**src/rtl/lcs_pkg.sv**
```systemverilog
`default_nettype none
// ----------------------------------------------------------------------------
// lcs_pkg
// Shared constants, codes and helper functions for the list colouring search.
// ----------------------------------------------------------------------------
package lcs_pkg;

	localparam int unsigned MAX_VERTICES_DEF = 32;

	// colour code of a vertex with no colour
	localparam logic [1:0] UNCOLOURED = 2'd3;

	// action codes of an input word
	typedef enum logic [1:0] {
		ACT_LOAD_ADJ  = 2'd0,
		ACT_LOAD_LIST = 2'd1,
		ACT_START     = 2'd2,
		ACT_NONE      = 2'd3
	} action_t;

	// population count of a 32 bit word
	function automatic logic [5:0] pop32(input logic [31:0] x);
		logic [5:0] c;
		c = '0;
		for (int i = 0; i < 32; i++) begin
			c = c + 6'(x[i]);
		end
		return c;
	endfunction

	// population count of a 3 bit colour list
	function automatic logic [1:0] pop3(input logic [2:0] x);
		return 2'(x[0]) + 2'(x[1]) + 2'(x[2]);
	endfunction

endpackage
`default_nettype wire

```
**src/rtl/lcs_ram.sv**
```systemverilog
`default_nettype none
// ----------------------------------------------------------------------------
// lcs_ram
// Simple dual port synchronous memory, one write and one registered read.
// ----------------------------------------------------------------------------
module lcs_ram #(
	parameter int unsigned DEPTH = 32,
	parameter int unsigned WIDTH = 32
) (
	input  wire logic                     clk,
	input  wire logic                     we,
	input  wire logic [$clog2(DEPTH)-1:0] waddr,
	input  wire logic [WIDTH-1:0]         wdata,
	input  wire logic [$clog2(DEPTH)-1:0] raddr,
	output logic      [WIDTH-1:0]         rdata
);

	logic [WIDTH-1:0] mem_q [DEPTH];

	// write port
	always_ff @(posedge clk) begin
		if (we) begin
			mem_q[waddr] <= wdata;
		end
	end

	// read port, registered
	always_ff @(posedge clk) begin
		rdata <= mem_q[raddr];
	end

endmodule
`default_nettype wire

```
**src/rtl/list_colouring_search_top.sv**
```systemverilog
`default_nettype none
// ----------------------------------------------------------------------------
// list_colouring_search_top
// Backtracking list colouring search over a graph of up to MAX_VERTICES
// vertices with three colours per vertex list.
// ----------------------------------------------------------------------------
// Usage:
// - vertex_count is written with vertex_count_we while the block is idle.
// - a word is taken at a clock edge with start high and busy low. Load words
//   (adjacency row, colour list) keep busy low, so one can follow every
//   cycle. Load indexes at or above MAX_VERTICES are dropped.
// - a start word raises busy. The block first scans all vertices to build the
//   ordering keys (one adjacency memory read each), then ranks them into the
//   order memory, then runs the depth first search, each step an order memory
//   read, an adjacency memory read and a colour choice. The search loop sets
//   the total time.
// - the result shows for one cycle with result_valid high; busy falls in the
//   same cycle. found and witness stay valid until the next start word is taken.
// - the receiver cannot stall; nothing waits on it.
// - reset clears all control state and colours; memories stay undefined
//   until loaded.
// ----------------------------------------------------------------------------
module list_colouring_search_top #(
	parameter int unsigned MAX_VERTICES = lcs_pkg::MAX_VERTICES_DEF
) (
	input  wire logic        clk,
	input  wire logic        arst_n,
	input  wire logic        start,
	output logic             busy,
	input  wire logic [1:0]  action,
	input  wire logic [4:0]  vertex_index,
	input  wire logic [31:0] adjacency_row,
	input  wire logic [2:0]  colour_list,
	input  wire logic [31:0] vertex_mask,
	input  wire logic        vertex_count_we,
	input  wire logic [5:0]  vertex_count,
	output logic             result_valid,
	output logic             found,
	output logic [63:0]      witness
);

	localparam int unsigned IW = $clog2(MAX_VERTICES);
	localparam int unsigned CW = $clog2(MAX_VERTICES + 1);

	typedef enum logic [4:0] {
		ST_IDLE = 5'b00001,
		ST_KEY  = 5'b00010,
		ST_RANK = 5'b00100,
		ST_ORD  = 5'b01000,
		ST_ADJ  = 5'b10000
	} state_t;

	state_t state_q;
	logic   eval_q;

	logic [5:0]  vcount_q;
	logic [31:0] mask_q;
	logic [CW-1:0] m_q;
	logic [CW-1:0] cnt_q;
	logic [CW-1:0] d_q;
	logic [IW-1:0] v_q;
	logic          vld_s1;
	logic [IW-1:0] idx_s1;

	logic [2:0] list_q   [MAX_VERTICES];
	logic [7:0] key_q    [MAX_VERTICES];
	logic [1:0] colour_q [MAX_VERTICES];
	logic [1:0] nt_q     [MAX_VERTICES];

	logic          result_valid_q;
	logic          found_q;

	// memory ports
	logic          adj_we;
	logic [IW-1:0] adj_raddr;
	logic [31:0]   adj_rdata;
	logic          ord_we;
	logic [IW-1:0] ord_waddr;
	logic [IW-1:0] ord_raddr;
	logic [IW-1:0] ord_rdata;

	logic accept;
	logic load_ok;
	logic [31:0] eff_mask;
	logic [5:0]  n_eff;
	logic [IW-1:0] list_raddr;
	logic [2:0]  list_rd;
	logic [31:0] lt_vec;
	logic [5:0]  rank_full;
	logic [IW-1:0] cnt_idx;
	logic [31:0] nb;
	logic [2:0]  forb;
	logic [2:0]  avail;
	logic        pick_ok;
	logic [1:0]  pick_c;
	logic [IW-1:0] d_idx;
	logic [CW-1:0] d_next;

	assign accept  = start && !busy;
	assign load_ok = (6'(vertex_index) < 6'(MAX_VERTICES));
	assign busy    = (state_q != ST_IDLE) || eval_q;
	assign cnt_idx = cnt_q[IW-1:0];
	assign d_idx   = d_q[IW-1:0];
	assign d_next  = d_q + CW'(1);

	// effective mask from the vertex count
	always_comb begin
		n_eff = (vcount_q > 6'(MAX_VERTICES)) ? 6'(MAX_VERTICES) : vcount_q;
		for (int i = 0; i < 32; i++) begin
			eff_mask[i] = vertex_mask[i] && (6'(i) < n_eff);
		end
	end

	// adjacency memory
	assign adj_we    = accept && (action == lcs_pkg::ACT_LOAD_ADJ) && load_ok;
	assign adj_raddr = (state_q == ST_ADJ) ? ord_rdata : cnt_idx;

	lcs_ram #(.DEPTH(MAX_VERTICES), .WIDTH(32)) u_adj (
		.clk   (clk),
		.we    (adj_we),
		.waddr (vertex_index[IW-1:0]),
		.wdata (adjacency_row),
		.raddr (adj_raddr),
		.rdata (adj_rdata)
	);

	// search order memory
	assign ord_we    = (state_q == ST_RANK) && mask_q[cnt_idx];
	assign ord_waddr = rank_full[IW-1:0];
	assign ord_raddr = d_idx;

	lcs_ram #(.DEPTH(MAX_VERTICES), .WIDTH(IW)) u_ord (
		.clk   (clk),
		.we    (ord_we),
		.waddr (ord_waddr),
		.wdata (cnt_idx),
		.raddr (ord_raddr),
		.rdata (ord_rdata)
	);

	// colour list read
	assign list_raddr = eval_q ? v_q : idx_s1;
	assign list_rd    = list_q[list_raddr];

	// rank of the current vertex among masked vertices
	always_comb begin
		lt_vec = '0;
		for (int u = 0; u < MAX_VERTICES; u++) begin
			lt_vec[u] = mask_q[u] &&
				({key_q[u], 5'(u)} < {key_q[cnt_idx], 5'(cnt_idx)});
		end
		rank_full = lcs_pkg::pop32(lt_vec);
	end

	// colours blocked by coloured neighbours, then the lowest free colour not below the next colour to try
	always_comb begin
		nb   = adj_rdata & mask_q;
		forb = '0;
		for (int j = 0; j < MAX_VERTICES; j++) begin
			if (nb[j] && colour_q[j] != lcs_pkg::UNCOLOURED) begin
				forb = forb | (3'b001 << colour_q[j]);
			end
		end
		avail   = list_rd & ~forb;
		pick_ok = 1'b0;
		pick_c  = lcs_pkg::UNCOLOURED;
		for (int c = 2; c >= 0; c--) begin
			if (2'(c) >= nt_q[d_idx] && avail[c]) begin
				pick_ok = 1'b1;
				pick_c  = 2'(c);
			end
		end
	end

	// list store
	always_ff @(posedge clk) begin
		if (accept && action == lcs_pkg::ACT_LOAD_LIST && load_ok) begin
			list_q[vertex_index[IW-1:0]] <= colour_list;
		end
	end

	// ordering keys: short list first, then high degree
	always_ff @(posedge clk) begin
		if (vld_s1) begin
			key_q[idx_s1] <= {lcs_pkg::pop3(list_rd),
				6'd63 - lcs_pkg::pop32(adj_rdata & mask_q)};
		end
	end

	// vertex count register
	always_ff @(posedge clk or negedge arst_n) begin
		if (!arst_n) begin
			vcount_q <= 6'd32;
		end else if (vertex_count_we) begin
			vcount_q <= vertex_count;
		end
	end

	// search control
	always_ff @(posedge clk or negedge arst_n) begin
		if (!arst_n) begin
			state_q        <= ST_IDLE;
			eval_q         <= 1'b0;
			mask_q         <= '0;
			m_q            <= '0;
			cnt_q          <= '0;
			d_q            <= '0;
			v_q            <= '0;
			vld_s1         <= 1'b0;
			idx_s1         <= '0;
			result_valid_q <= 1'b0;
			found_q        <= 1'b0;
			for (int i = 0; i < MAX_VERTICES; i++) begin
				colour_q[i] <= lcs_pkg::UNCOLOURED;
				nt_q[i]     <= '0;
			end
		end else begin
			result_valid_q <= 1'b0;
			vld_s1         <= 1'b0;
			if (eval_q) begin
				eval_q <= 1'b0;
				state_q <= ST_ORD;
				if (pick_ok) begin
					colour_q[v_q] <= pick_c;
					nt_q[d_idx]   <= pick_c + 2'd1;
					d_q           <= d_next;
					if (d_next < m_q) begin
						nt_q[d_next[IW-1:0]] <= '0;
					end
				end else begin
					nt_q[d_idx] <= '0;
					if (d_q == '0) begin
						state_q        <= ST_IDLE;
						result_valid_q <= 1'b1;
						found_q        <= 1'b0;
						for (int i = 0; i < MAX_VERTICES; i++) begin
							colour_q[i] <= lcs_pkg::UNCOLOURED;
						end
					end else begin
						d_q <= d_q - CW'(1);
					end
				end
			end else begin
				case (state_q)
					ST_IDLE: begin
						if (accept && action == lcs_pkg::ACT_START) begin
							state_q <= ST_KEY;
							mask_q  <= eff_mask;
							m_q     <= CW'(lcs_pkg::pop32(eff_mask));
							cnt_q   <= '0;
							d_q     <= '0;
							for (int i = 0; i < MAX_VERTICES; i++) begin
								colour_q[i] <= lcs_pkg::UNCOLOURED;
								nt_q[i]     <= '0;
							end
						end
					end
					ST_KEY: begin
						if (cnt_q == CW'(MAX_VERTICES)) begin
							state_q <= ST_RANK;
							cnt_q   <= '0;
						end else begin
							vld_s1 <= 1'b1;
							idx_s1 <= cnt_idx;
							cnt_q  <= cnt_q + CW'(1);
						end
					end
					ST_RANK: begin
						if (cnt_q == CW'(MAX_VERTICES - 1)) begin
							state_q <= ST_ORD;
						end
						cnt_q <= cnt_q + CW'(1);
					end
					ST_ORD: begin
						if (d_q >= m_q) begin
							state_q        <= ST_IDLE;
							result_valid_q <= 1'b1;
							found_q        <= 1'b1;
						end else begin
							state_q <= ST_ADJ;
						end
					end
					ST_ADJ: begin
						v_q              <= ord_rdata;
						colour_q[ord_rdata] <= lcs_pkg::UNCOLOURED;
						eval_q           <= 1'b1;
					end
					default: begin
						state_q <= ST_IDLE;
					end
				endcase
			end
		end
	end

	// result ports
	assign result_valid = result_valid_q;
	assign found        = found_q;

	always_comb begin
		witness = '1;
		for (int i = 0; i < MAX_VERTICES; i++) begin
			witness[2*i +: 2] = colour_q[i];
		end
	end

endmodule
`default_nettype wire

```
**config.mk**
```make
export PLATFORM = sky130hd
export DESIGN_NAME = list_colouring_search_top
export DESIGN_NICKNAME = d
export VERILOG_FILES = /design/src/rtl/lcs_pkg.sv /design/src/rtl/lcs_ram.sv /design/src/rtl/list_colouring_search_top.sv
export SDC_FILE = /design/constraint.sdc
export NUM_CORES = 2
export LEC_CHECK = 0
export ABC_AREA = 1
export BUFFER_PORTS_ARGS = -buffer_cell sky130_fd_sc_hd__buf_2
export CAP_MARGIN = 5
export CORE_MARGIN = 10
export CORE_UTILIZATION = 31
export CTS_CLUSTER_SIZE = 30
export DETAILED_ROUTE_END_ITERATION = 16
export GPL_TIMING_DRIVEN = 0
export HOLD_SLACK_MARGIN = 0.06
export PLACE_DENSITY_LB_ADDON = 0.08
export SLEW_MARGIN = 10
export SYNTH_ARGS = -nofsm -noshare
export SYNTH_HDL_FRONTEND = slang
export SYNTH_HIERARCHICAL = 1
export SYNTH_SLANG_ARGS = --single-unit
```
**constraint.sdc**
```tcl
create_clock -name clk -period 34.8 [get_ports clk]
set_clock_uncertainty 0.2 [all_clocks]
set_input_delay 6.96 -clock clk [delete_from_list [all_inputs] [get_ports clk]]
set_output_delay 6.96 -clock clk [all_outputs]
set_load 0.005 [all_outputs]
```
==> results.sh <==
export IMPL_postCtsSetupBuffers=0
export IMPL_cts_tree="built"
export IMPL_routed_wl_um=353000
export IMPL_first_global_vias=65990
export IMPL_startpoint="cnt_q[0]"
export IMPL_grt_use_total_pct=22.55
export IMPL_row_count=194
export IMPL_hold_depth=2
export IMPL_slew_viol_final=0
export IMPL_holdCritPathClass="register to register"
export IMPL_crit_path_start_kind="register"
export IMPL_synth_edf_count=1536
export IMPL_min_from="found"
export IMPL_fill_cells=28290
export IMPL_synth_ff_type="edfxtp_1"
export IMPL_avgSynthCellArea_sq_um=9.856
export IMPL_dp_hpwl_um=257100
export IMPL_cts_hold_buf=0
export IMPL_via_count=67600
export IMPL_core_sq_um=279600
export IMPL_nets=9791
export IMPL_synth_cells=8850
export IMPL_r2r_start="cnt_q[0]"
export IMPL_post_route_period_util_pct=38.37
export IMPL_wl_per_cell_um=26.70
export IMPL_worst_slew_pin_slew_ns=1.241
export IMPL_cp_num_buf_inv=9
export IMPL_setup_tns_ns=0
export IMPL_vdd_ir_drop_worst_uv=587.6
export IMPL_fin_cells=13220
export IMPL_cts_max_level=4
export IMPL_start_util_pct=31.19
export IMPL_endpoint_kind="register"
export IMPL_arrival_ns=13.67
export IMPL_status="completed"
export IMPL_cp_slowest_cell="dfrtp_2"
export IMPL_grt_pass1_wl_um=496000
export IMPL_viasPerCell=5.113
export IMPL_critPathRequiredTime_ns=35.12
export IMPL_yosys_area_top_type="edfxtp_1"
export IMPL_maxCapViolCount=0
export IMPL_ioPinCount=151
export IMPL_first_pass_iters=7
export IMPL_clock_sinks=1776
export IMPL_async_flop_share_pct=11.43
export IMPL_critical_path_top_delay_family="adder cells"
export IMPL_syn_area_sq_um=87230
export IMPL_gp_congestion=0.9066
export IMPL_reg2reg_depth=32
export IMPL_critical_path_class="register to register"
export IMPL_min_period_ns=13.35
export IMPL_ant_nets=0
export IMPL_grt_overflow_total=0
export IMPL_fp_dieW_um=550.4
export IMPL_whs_ns=0.2805
export IMPL_crit_top_cell="fa_1"
export IMPL_yosysWarnings=6
export IMPL_max_slew_margin_pct=16.82
export IMPL_grt_max_degree=98
export IMPL_ys_seq_elements=1776
export IMPL_yosys_top_cells_count="nand2_1 (2783), edfxtp_1 (1536), nand3_1 (1264), nor2_1 (732), inv_1 (503)"
export IMPL_ctsResizeCount=0
export IMPL_critPathMaxFanout=34
export IMPL_synth_seq_area_share_pct=59.65
export IMPL_synthTopCellsByArea="edfxtp_1 (53%), nand2_1 (12%), nand3_1 (7.3%), ha_1 (4.6%), dfrtp_1 (3.9%)"
export IMPL_drt_iter0_drc=5951
export IMPL_power_density_nw_per_um2=109.8
export IMPL_io_buffer_count=150
export IMPL_synth_most_common_cell="nand2_1"
export IMPL_rsz0062_at_grt="false"
export IMPL_die_h_um=550.4
export IMPL_fmax_ghz=0.07490
export IMPL_max_stage_delay_ns=0.86
export IMPL_placed_cells_incl_taps=12820
export IMPL_route_detailed_drc=0
export IMPL_cp_depth=32
export IMPL_synth_top_area_share_pct=52.88
export IMPL_areaGrowthSynthToFinish_pct=16.25
export IMPL_antenna_found_initial=22
export IMPL_die_area_sq_um=303000
export IMPL_setup_viol=0
export IMPL_drive_gt1_share_pct=10.36
export IMPL_cts_root_buf="clkbuf_16"
export IMPL_synth_nets=9327
export IMPL_clk_path_buf_depth=4
export IMPL_path_clk_slew_ns=0.06
export IMPL_clk_latency_ns=0.92
export IMPL_cts_buffers=212
export IMPL_p_leak_nw=39.94
export IMPL_hold_viol=0
export IMPL_synth_cell_types=58
==> kinds of logic after synthesis <==
group | synth area share, %
and+or+nand+nor | 23.70
AOI/OAI and AO/OA | 5.021
xor gates and xnor gates | 0.1406
adders and majority gates | 6.266
buffers and inverters | 5.229
DFF | 59.65
==> flip-flops by register name (all words and copies together), names as in the netlist <==
| signal | cells |
|---|---|
| key_q | 256 |
| witness | 64 |
| u_adj/rdata | 32 |
| u_ord/rdata | 5 |
| vld_s1 | 1 |
| state_q | 5 |
| eval_q | 1 |
| vcount_q | 6 |
| mask_q | 32 |
| list_q | 96 |
| result_valid | 1 |
| d_q | 6 |
| m_q | 6 |
| u_adj/mem_q | 1024 |
| u_ord/mem_q | 160 |
| nt_q | 64 |
| v_q | 5 |
| idx_s1 | 5 |
| cnt_q | 6 |
| found | 1 |
==> final timing paths <==
path,slack [ns],to
setup / recovery,21.45,u_ord/mem_q[17][0]
min in group asynchronous,5.86,witness[40]
setup reg to reg,21.45,u_ord/mem_q[17][0]
hold / removal,0.28,found
hold reg to reg,0.28,found
max in group asynchronous,27.85,vcount_q[1]
==> through the flow <==
stage	setup slack, ns	cell area [sq um]	utilization, %	power [mW]
CTS	21.55	101400	36.25	11.23
floorplan	23.22	87230	-	5.988
global placement	13.69	92640	33.13	7.600
global route	21.09	101400	36.26	11.70
finish	21.45	101400	36.26	11.13
detailed placement	21.60	94530	33.81	8.993
==> worst reg2reg max path, delay by kind of cell, from the launching register on <==
family / cells / cell delay (ns)
adders and majority gates: 9 / 4.12
buffers and inverters: 9 / 3.62
and+or+nand+nor: 6 / 1.99
AOI/OAI and AO/OA: 7 / 1.66
DFF: 1 / 0.86
xor gates and xnor gates: 1 / 0.54
==> cell usage in the layout (no fill, tap or decap), types with 191 or more instances in the layout <==
master     instances
inv_1            499
ha_1             320
nand2_1         2783
o21ai_0          365
clkbuf_1         191
edfxtp_1        1536
nand3_1         1264
buf_2            302
clkbuf_16        218
nor2_1           698
==> where the power goes <==
part	internal (mW)	total, mW	switching, mW
sequential	3.34	3.57	0.228
combinational	1.48	5.34	3.86
clock	1.29	2.22	0.934
total	6.11	11.1	5.02
==> final cells by class <==
| class | instances | area [sq um] | area share [%] |
|---|---|---|---|
| repair buffers | 250 | 2271 | 2.240 |
| flip-flops and latches | 1776 | 52030 | 51.32 |
| diodes | 8 | 20.02 | 0.01974 |
| plain buffers | 430 | 2605 | 2.569 |
| clock buffers | 296 | 5978 | 5.896 |
| well taps | 3724 | 4659 | 4.595 |
| clock inverters | 94 | 869.6 | 0.8576 |
| multi-input cells | 6126 | 31000 | 30.58 |
| inverters | 518 | 1957 | 1.930 |
==> routing by layer <==
layer / wire [um] / GRT usage, %
met2: 166300 / 37.65
met5: 11 / 0
met1: 153200 / 30.18
met3: 20350 / 3.051
met4: 13200 / 7.555
Note: power is estimated with default switching activity, not from simulation.
